===== src/hw/rtl/prrd_pkg.sv =====
package prrd_pkg;

    localparam int DEF_MAX_TASKS = 32;
    localparam logic [15:0] QUANTUM_RESET = 16'd10;

    localparam logic REQ_ADD      = 1'b0;
    localparam logic REQ_DISPATCH = 1'b1;

    localparam logic [1:0] ST_ADDED = 2'd0;
    localparam logic [1:0] ST_RAN   = 2'd1;
    localparam logic [1:0] ST_EMPTY = 2'd2;
    localparam logic [1:0] ST_FULL  = 2'd3;

    typedef struct packed {
        logic [7:0]  id;
        logic [7:0]  prio;
        logic [15:0] rem;
        logic [15:0] orig;
    } t_entry;

    typedef struct packed {
        logic wr_en;
        logic pop;
    } t_q_ctrl;

endpackage


===== src/hw/rtl/prrd_queue.sv =====
module prrd_queue #(
    parameter int MAX_TASKS = prrd_pkg::DEF_MAX_TASKS,
    localparam int IW = $clog2(MAX_TASKS)
) (
    input  logic             i_clk,
    input  logic             i_rst_n,
    input  prrd_pkg::t_q_ctrl i_ctrl,
    input  logic [IW-1:0]    i_rd_pos,
    input  logic [IW-1:0]    i_wr_pos,
    input  prrd_pkg::t_entry i_wr_data,
    output prrd_pkg::t_entry o_rd_data
);
    import prrd_pkg::*;

    localparam int DEPTH = 2 ** IW;

    t_entry        mem [DEPTH];
    t_entry        r_rd_data;
    logic [IW-1:0] r_head;
    logic [IW-1:0] rd_addr;
    logic [IW-1:0] wr_addr;

    assign rd_addr   = r_head + i_rd_pos;
    assign wr_addr   = r_head + i_wr_pos;
    assign o_rd_data = r_rd_data;

    always_ff @(posedge i_clk) begin
        if (!i_rst_n) begin
            r_head <= '0;
        end else if (i_ctrl.pop) begin
            r_head <= r_head + 1'b1;
        end
    end

    always_ff @(posedge i_clk) begin
        if (i_ctrl.wr_en) begin
            mem[wr_addr] <= i_wr_data;
        end
        r_rd_data <= mem[rd_addr];
    end

endmodule


===== src/hw/rtl/priority_round_robin_dispatcher.sv =====
// Channel   Handshake                     Payload
// request   start in, busy out            i_req_type, i_task_id, i_task_priority,
//                                         i_burst_length
// result    o_strobe out (one cycle)      o_status, o_ran_id, o_run_length, o_finished,
//                                         o_turnaround, o_waiting
// config    i_cfg_valid in, o_cfg_ready   i_cfg_data (time quantum)
//
// Add: walk (S_WALK_RD, S_WALK) then S_INS_WR; to an empty queue straight to S_INS_WR.
// Slice: S_D_RD0, S_D_RD1, S_D_EVAL, then walk and S_INS_WR to re-queue, or S_FIN.
// Empty or full answer comes the cycle after the transfer.
// The queue walk moves one entry per cycle through a memory with one read and one write port.
// Synchronous active-low reset empties the queue and clears the clock.
// Results cannot be stalled; each one is shown for exactly one cycle.
module priority_round_robin_dispatcher #(
    parameter int MAX_TASKS = prrd_pkg::DEF_MAX_TASKS
) (
    input  logic        i_clk,
    input  logic        i_rst_n,
    input  logic        start,
    output logic        busy,
    input  logic        i_req_type,
    input  logic [7:0]  i_task_id,
    input  logic [7:0]  i_task_priority,
    input  logic [15:0] i_burst_length,
    output logic        o_strobe,
    output logic [1:0]  o_status,
    output logic [7:0]  o_ran_id,
    output logic [15:0] o_run_length,
    output logic        o_finished,
    output logic [31:0] o_turnaround,
    output logic [31:0] o_waiting,
    input  logic        i_cfg_valid,
    output logic        o_cfg_ready,
    input  logic [15:0] i_cfg_data
);
    import prrd_pkg::*;

    localparam int IW = $clog2(MAX_TASKS);
    localparam int CW = $clog2(MAX_TASKS + 1);

    typedef enum logic [7:0] {
        S_IDLE    = 8'b0000_0001,
        S_WALK_RD = 8'b0000_0010,
        S_WALK    = 8'b0000_0100,
        S_INS_WR  = 8'b0000_1000,
        S_D_RD0   = 8'b0001_0000,
        S_D_RD1   = 8'b0010_0000,
        S_D_EVAL  = 8'b0100_0000,
        S_FIN     = 8'b1000_0000
    } t_state;

    t_state        r_state, n_state;
    logic [CW-1:0] r_count, n_count;
    logic [IW-1:0] r_pos, n_pos;
    logic [31:0]   r_elapsed, n_elapsed;
    logic [15:0]   r_quantum;
    t_entry        r_ins, n_ins;
    logic          r_disp, n_disp;
    logic          r_strobe, n_strobe;
    logic [1:0]    r_status, n_status;
    logic [7:0]    r_ran_id, n_ran_id;
    logic [15:0]   r_run_len, n_run_len;
    logic          r_fin, n_fin;
    logic [31:0]   r_turn, n_turn;
    logic [31:0]   r_wait, n_wait;

    t_q_ctrl       q_ctrl;
    logic [IW-1:0] rd_pos;
    logic [IW-1:0] wr_pos;
    t_entry        wr_data;
    t_entry        q_rd_data;
    logic [15:0]   quantum;
    logic [CW-1:0] cnt_m1;
    logic [CW-1:0] cnt_m2;
    logic          shares;

    prrd_queue #(
        .MAX_TASKS (MAX_TASKS)
    ) u_queue (
        .i_clk     (i_clk),
        .i_rst_n   (i_rst_n),
        .i_ctrl    (q_ctrl),
        .i_rd_pos  (rd_pos),
        .i_wr_pos  (wr_pos),
        .i_wr_data (wr_data),
        .o_rd_data (q_rd_data)
    );

    assign busy         = (r_state != S_IDLE);
    assign o_cfg_ready  = (r_state == S_IDLE);
    assign o_strobe     = r_strobe;
    assign o_status     = r_status;
    assign o_ran_id     = r_ran_id;
    assign o_run_length = r_run_len;
    assign o_finished   = r_fin;
    assign o_turnaround = r_turn;
    assign o_waiting    = r_wait;

    assign quantum = (r_quantum == 16'd0) ? 16'd1 : r_quantum;
    assign cnt_m1  = r_count - CW'(1);
    assign cnt_m2  = r_count - CW'(2);
    assign shares  = (r_count > CW'(1)) && (q_rd_data.prio >= r_ins.prio);

    always_comb begin
        n_state   = r_state;
        n_count   = r_count;
        n_pos     = r_pos;
        n_elapsed = r_elapsed;
        n_ins     = r_ins;
        n_disp    = r_disp;
        n_strobe  = 1'b0;
        n_status  = r_status;
        n_ran_id  = r_ran_id;
        n_run_len = r_run_len;
        n_fin     = r_fin;
        n_turn    = r_turn;
        n_wait    = r_wait;
        q_ctrl    = '0;
        rd_pos    = '0;
        wr_pos    = r_pos;
        wr_data   = r_ins;
        case (r_state)
            S_IDLE: begin
                if (start) begin
                    n_disp = i_req_type;
                    if (i_req_type == REQ_ADD) begin
                        if (r_count >= CW'(MAX_TASKS)) begin
                            n_strobe  = 1'b1;
                            n_status  = ST_FULL;
                            n_ran_id  = '0;
                            n_run_len = '0;
                            n_fin     = 1'b0;
                            n_turn    = '0;
                            n_wait    = '0;
                        end else begin
                            n_ins.id   = i_task_id;
                            n_ins.prio = i_task_priority;
                            n_ins.rem  = i_burst_length;
                            n_ins.orig = i_burst_length;
                            if (r_count == '0) begin
                                n_pos   = '0;
                                n_state = S_INS_WR;
                            end else begin
                                n_pos   = cnt_m1[IW-1:0];
                                n_state = S_WALK_RD;
                            end
                        end
                    end else if (r_count == '0) begin
                        n_strobe  = 1'b1;
                        n_status  = ST_EMPTY;
                        n_ran_id  = '0;
                        n_run_len = '0;
                        n_fin     = 1'b0;
                        n_turn    = '0;
                        n_wait    = '0;
                    end else begin
                        n_state = S_D_RD0;
                    end
                end
            end
            S_WALK_RD: begin
                rd_pos  = r_pos;
                n_state = S_WALK;
            end
            S_WALK: begin
                rd_pos = r_pos - 1'b1;
                if (q_rd_data.prio >= r_ins.prio) begin
                    n_pos   = r_pos + 1'b1;
                    n_state = S_INS_WR;
                end else begin
                    // shift this entry one place toward the tail
                    q_ctrl.wr_en = 1'b1;
                    wr_pos       = r_pos + 1'b1;
                    wr_data      = q_rd_data;
                    if (r_pos == '0) begin
                        n_state = S_INS_WR;
                    end else begin
                        n_pos = r_pos - 1'b1;
                    end
                end
            end
            S_INS_WR: begin
                q_ctrl.wr_en = 1'b1;
                wr_pos       = r_pos;
                wr_data      = r_ins;
                n_count      = r_count + 1'b1;
                n_strobe     = 1'b1;
                n_status     = r_disp ? ST_RAN : ST_ADDED;
                n_ran_id     = r_disp ? r_ins.id : 8'd0;
                n_run_len    = r_disp ? r_run_len : 16'd0;
                n_fin        = 1'b0;
                n_turn       = '0;
                n_wait       = '0;
                n_state      = S_IDLE;
            end
            S_D_RD0: begin
                rd_pos  = '0;
                n_state = S_D_RD1;
            end
            S_D_RD1: begin
                rd_pos  = IW'(1);
                n_ins   = q_rd_data;
                n_state = S_D_EVAL;
            end
            S_D_EVAL: begin
                q_ctrl.pop = 1'b1;
                n_count    = cnt_m1;
                if ((r_ins.rem <= quantum) || !shares) begin
                    n_elapsed = r_elapsed + 32'(r_ins.rem);
                    n_run_len = r_ins.rem;
                    n_state   = S_FIN;
                end else begin
                    n_ins.rem = r_ins.rem - quantum;
                    n_elapsed = r_elapsed + 32'(quantum);
                    n_run_len = quantum;
                    n_pos     = cnt_m2[IW-1:0];
                    n_state   = S_WALK_RD;
                end
            end
            S_FIN: begin
                n_strobe = 1'b1;
                n_status = ST_RAN;
                n_ran_id = r_ins.id;
                n_fin    = 1'b1;
                n_turn   = r_elapsed;
                n_wait   = r_elapsed - 32'(r_ins.orig);
                n_state  = S_IDLE;
            end
            default: begin
                n_state = S_IDLE;
            end
        endcase
    end

    always_ff @(posedge i_clk) begin
        if (!i_rst_n) begin
            r_state   <= S_IDLE;
            r_count   <= '0;
            r_elapsed <= '0;
            r_quantum <= QUANTUM_RESET;
            r_strobe  <= 1'b0;
        end else begin
            r_state   <= n_state;
            r_count   <= n_count;
            r_elapsed <= n_elapsed;
            r_strobe  <= n_strobe;
            if (i_cfg_valid && o_cfg_ready) begin
                r_quantum <= i_cfg_data;
            end
        end
    end

    always_ff @(posedge i_clk) begin
        r_pos     <= n_pos;
        r_ins     <= n_ins;
        r_disp    <= n_disp;
        r_status  <= n_status;
        r_ran_id  <= n_ran_id;
        r_run_len <= n_run_len;
        r_fin     <= n_fin;
        r_turn    <= n_turn;
        r_wait    <= n_wait;
    end

    a_count_bound: assert property (@(posedge i_clk) disable iff (!i_rst_n)
        r_count <= CW'(MAX_TASKS))
        else $error("queue count above capacity");

    a_accept_answers: assert property (@(posedge i_clk) disable iff (!i_rst_n)
        (start && !busy) |=> (busy || o_strobe))
        else $error("accepted request neither started nor answered");

    a_strobe_from_work: assert property (@(posedge i_clk) disable iff (!i_rst_n)
        (r_state == S_FIN || r_state == S_INS_WR) |=> (o_strobe && !busy))
        else $error("result not issued at end of sequence");

    a_finish_is_run: assert property (@(posedge i_clk) disable iff (!i_rst_n)
        (o_strobe && o_finished) |-> (o_status == ST_RAN))
        else $error("finished flag on a non-run result");

endmodule

===== config.mk =====
export PLATFORM = sky130hd
export DESIGN_NAME = priority_round_robin_dispatcher
export DESIGN_NICKNAME = d
export VERILOG_FILES = /design/src/hw/rtl/prrd_pkg.sv /design/src/hw/rtl/prrd_queue.sv /design/src/hw/rtl/priority_round_robin_dispatcher.sv
export SDC_FILE = /design/constraint.sdc
export NUM_CORES = 2
export LEC_CHECK = 0
export ABC_AREA = 0
export CAP_MARGIN = 5
export CELL_PAD_IN_SITES_DETAIL_PLACEMENT = 1
export CELL_PAD_IN_SITES_GLOBAL_PLACEMENT = 2
export CORE_MARGIN = 4
export CORE_UTILIZATION = 35
export DETAILED_ROUTE_END_ITERATION = 7
export DONT_BUFFER_PORTS = 1
export GPL_TIMING_DRIVEN = 0
export HOLD_SLACK_MARGIN = 0.1
export PLACE_DENSITY_LB_ADDON = 0.1
export SLEW_MARGIN = 20
export SYNTH_ARGS = -nofsm -noshare
export SYNTH_HDL_FRONTEND = slang
export SYNTH_SLANG_ARGS = --single-unit

===== constraint.sdc =====
create_clock -name i_clk -period 10.9 [get_ports i_clk]
set_input_delay 1.635 -clock i_clk [delete_from_list [all_inputs] [get_ports i_clk]]
set_output_delay 1.635 -clock i_clk [all_outputs]
set_load 0.02 [all_outputs]

==> qor.yml <==
status:
  status: "complete, no violations"
power:
  p_leak_nw: 28.5
  powerDensity_nw_per_um2: 175
  max-vdd-ir-drop_mv: 0.128
grt:
  first_global_vias: 44900
  antenna_found_initial: 22
  grt_pass1_wl_um: 355000
  grt-ovfl-total: 0
  grt_start_max_net_pins: 51
  grt.total_usage_pct: 23.1
hold_path:
  min_path_type: "flop to flop"
  hold_depth: 2
  hold_start: "r_quantum[0]"
  holdPathEnd: "r_quantum[0]"
sta:
  rsz0062_at_grt: "false"
  tightestPinTransition_ns: 1.14
  fin_crit_sh_pct: 68.7
  finalHoldViolCount: 0
  period_minus_slack_ns: 7.49
  clock.fmax_mhz: 133
  setup-violations-final: 0
  slew_headroom_pct: 24.2
  hold_slack_ns: 0.483
  clock-skew-final_ns: 0.0384
  slew_violations: 0
clock_tree:
  htree_levels: 4
  post_cts_buffers: 0
  ctsHoldBuffers: 0
  cts_made_buffers: 198
  ctsResizeCount: 0
  insertion_delay_ns: 0.85
  clock-sinks: 1797
  cts_tree: "built"
  clk_path_buf_depth: 3
  cts-root-buf: "clkbuf_16"
  clkTransAtPathRegs_ns: 0.06
setup_path:
  cp_max_fo: 15
  critPathArrivalTime_ns: 8.04
  regToRegSetupSlack_ns: 3.41
  cp_top_family: "compound AO/OA/AOI/OAI gates"
  r2r_end: "u_queue.mem[28][43]"
  worstSetupPathType: "flop to flop"
  rr_worst_depth: 19
  crit_required_ns: 11.45
  rr_startpoint: "r_ins[37]"
  cp_slowest_stage_delay_ns: 0.87
  cp_slowest_cell: "a21oi_1"
  start_kind: "flop"
  critPathBufInv: 5
  cpMostUsedCell: "a21o_1"
  path_cells: "inv_1 > ha_1 > a21o_1 > a21o_1 > a21oi_1 > o211a_1 > clkbuf_2 > buf_1 > nand2_1 > xnor2_1 > ha_1 > a21o_1 > a21oi_1 > xnor3_1 > o22ai_1 > nand2_1 > nor2_4 > buf_16 > buf_16"
  crit_path_end_kind: "flop"
logic_synthesis:
  synthFlopType: "edfxtp_1"
  synth_edf_count: 1681
  synth_common_cells: "1681 x edfxtp_1, 407 x nand2_1, 407 x nand3_1"
  yosys.cell_count.top_type: "edfxtp_1"
  syn_area_um2: 74200
  async_reset_ff_share_pct: 0
  yosys-top-cells-area: "edfxtp_1 68%, mux4_2 12%, dfxtp_1 3.1%"
  ys_types: 76
  yosysSeqAreaShare_pct: 71.2
  yosysTopAreaCell: "edfxtp_1"
  netlist.area_leader.share_pct: 68.0
  syn_inst: 4440
  avgSynthCellArea_um2: 16.7
  synth-seq-cells: 1797
  ys_warn_count: 0
  synth_nets: 4575
detailed_routing:
  via_per_inst: 5.54
  drc: 0
  drtIter0Drc: 3780
  antenna_left: 0
  num_vias: 43000
  wl_per_cell_um: 32.8
  routed_wl_um: 255000
  drt_pre_antenna_iters: 7
run:
  cap_violations: 0
layout:
  drive_gt1_share_pct: 20.5
  fin_cells: 7764
  final_core_util_pct: 41.9
  seqCellArea_um2: 52800
  multi_input_area_um2: 20600
  layout.nets: 4919
  synthToLayoutAreaGrowth_pct: 18.6
  n_fill_cell: 20400
floorplan:
  ios: 147
  die_y_um: 468
  dieArea_um2: 219000
  core_um2: 210000
  initial_core_util_pct: 35.3
  rows: 168
  fp.dieW_um: 468
placement:
  port_buffers: 0
  placed_cells: 7389
  place_hpwl_um: 183000
  place_congestion: 0.790
-- placed cells by master (no fill, tap or decap), types with 53 or more instances in the layout --
cell	instances
edfxtp_1	1681
nand3_1	407
nand2_1	406
mux4_2	384
clkbuf_1	211
clkbuf_16	204
a211oi_1	196
dfxtp_1	116
nor2_1	106
buf_16	85
ha_1	77
inv_1	75
a21oi_1	75
nor4_1	55
and2_1	55
o21ai_0	53
-- kinds of logic after synthesis --
family	count (synthesis)	share of synthesized area, %
compound gates	485	4.45
xor+xnor	70	0.845
buf+inv	355	1.90
flops	1797	71.2
mux	435	12.4
simple gates	1216	7.80
fa+ha+maj	82	1.43
-- worst register-to-register path, stage by stage, from the launching register on --
cell	delay [ns]
edfxtp_1	0.35
inv_1	0.12
ha_1	0.26
a21o_1	0.17
a21o_1	0.17
a21oi_1	0.87
o211a_1	0.42
clkbuf_2	0.61
buf_1	0.84
nand2_1	0.16
xnor2_1	0.17
ha_1	0.35
a21o_1	0.18
a21oi_1	0.25
xnor3_1	0.28
o22ai_1	0.42
nand2_1	0.40
nor2_4	0.73
buf_16	0.25
buf_16	0.18
-- flip-flops by register name, indices dropped and copies added, names as in the netlist --
| signal | count |
|---|---|
| u_queue.mem | 1536 |
| r_ins | 48 |
| u_queue.o_rd_data | 48 |
| o_turnaround | 32 |
| o_waiting | 32 |
| r_elapsed | 32 |
| o_run_length | 16 |
| r_quantum | 16 |
| o_ran_id | 8 |
| r_state | 8 |
| r_count | 6 |
| r_pos | 5 |
| u_queue.r_head | 5 |
| o_status | 2 |
| o_finished | 1 |
| o_strobe | 1 |
| r_disp | 1 |
-- power breakdown --
part           internal, mW  switching, mW  leakage, nW  total, mW
clock network          3.71           2.81         3.06       6.52
registers              7.78         0.0833         16.1       7.87
logic                 0.268          0.727         9.27      0.995
-- layout make-up --
cell class / instances / area share [%]
buffer: 279 / 1.33
sequential: 1797 / 60.0
clock inverter: 113 / 1.07
clock buffer: 250 / 6.04
multi-input combinational: 2288 / 23.3
timing repair buffer: 144 / 3.89
inverter: 76 / 0.324
tap: 2805 / 3.99
antenna: 12 / 0.0341
-- layer usage --
metal	GRT usage (%)	share of wire, %	wire, µm	up-vias
met5	0	0.024	61	-
met4	6.35	2.5	6430	12
met3	3.87	5.3	13600	294
met2	39.1	50	126000	1212
met1	30.7	43	109000	23000
li1	-	-	-	18400
-- worst max path at each step --
stage	startpoint	endpoint	slack (ns)	cells after the start
detailed placement	r_ins[37]	u_queue.mem[28][43]	3.59	19
global placement	r_ins[32]	u_queue.mem[17][28]	-1.63	16
finish	r_ins[37]	u_queue.mem[28][43]	3.41	19
CTS	r_ins[37]	u_queue.mem[28][43]	3.54	19
global route	r_ins[37]	u_queue.mem[16][30]	3.23	19
floorplan	r_ins[32]	u_queue.mem[17][0]	4.74	16
-- per-stage QoR --
stage | power [mW] | TNS (ns) | setup WS [ns] | cell area, µm²
after floorplan | 8.49 | 0 | 4.74 | 74200
after global placement | 8.90 | -1970.59 | -1.63 | 77700
after detailed placement | 9.02 | 0 | 3.59 | 81700
after CTS | 15.5 | 0 | 3.54 | 88000
after global routing | 15.9 | 0 | 3.23 | 88000
final | 15.4 | 0 | 3.41 | 88000
Power figures use the tool's default switching activity.
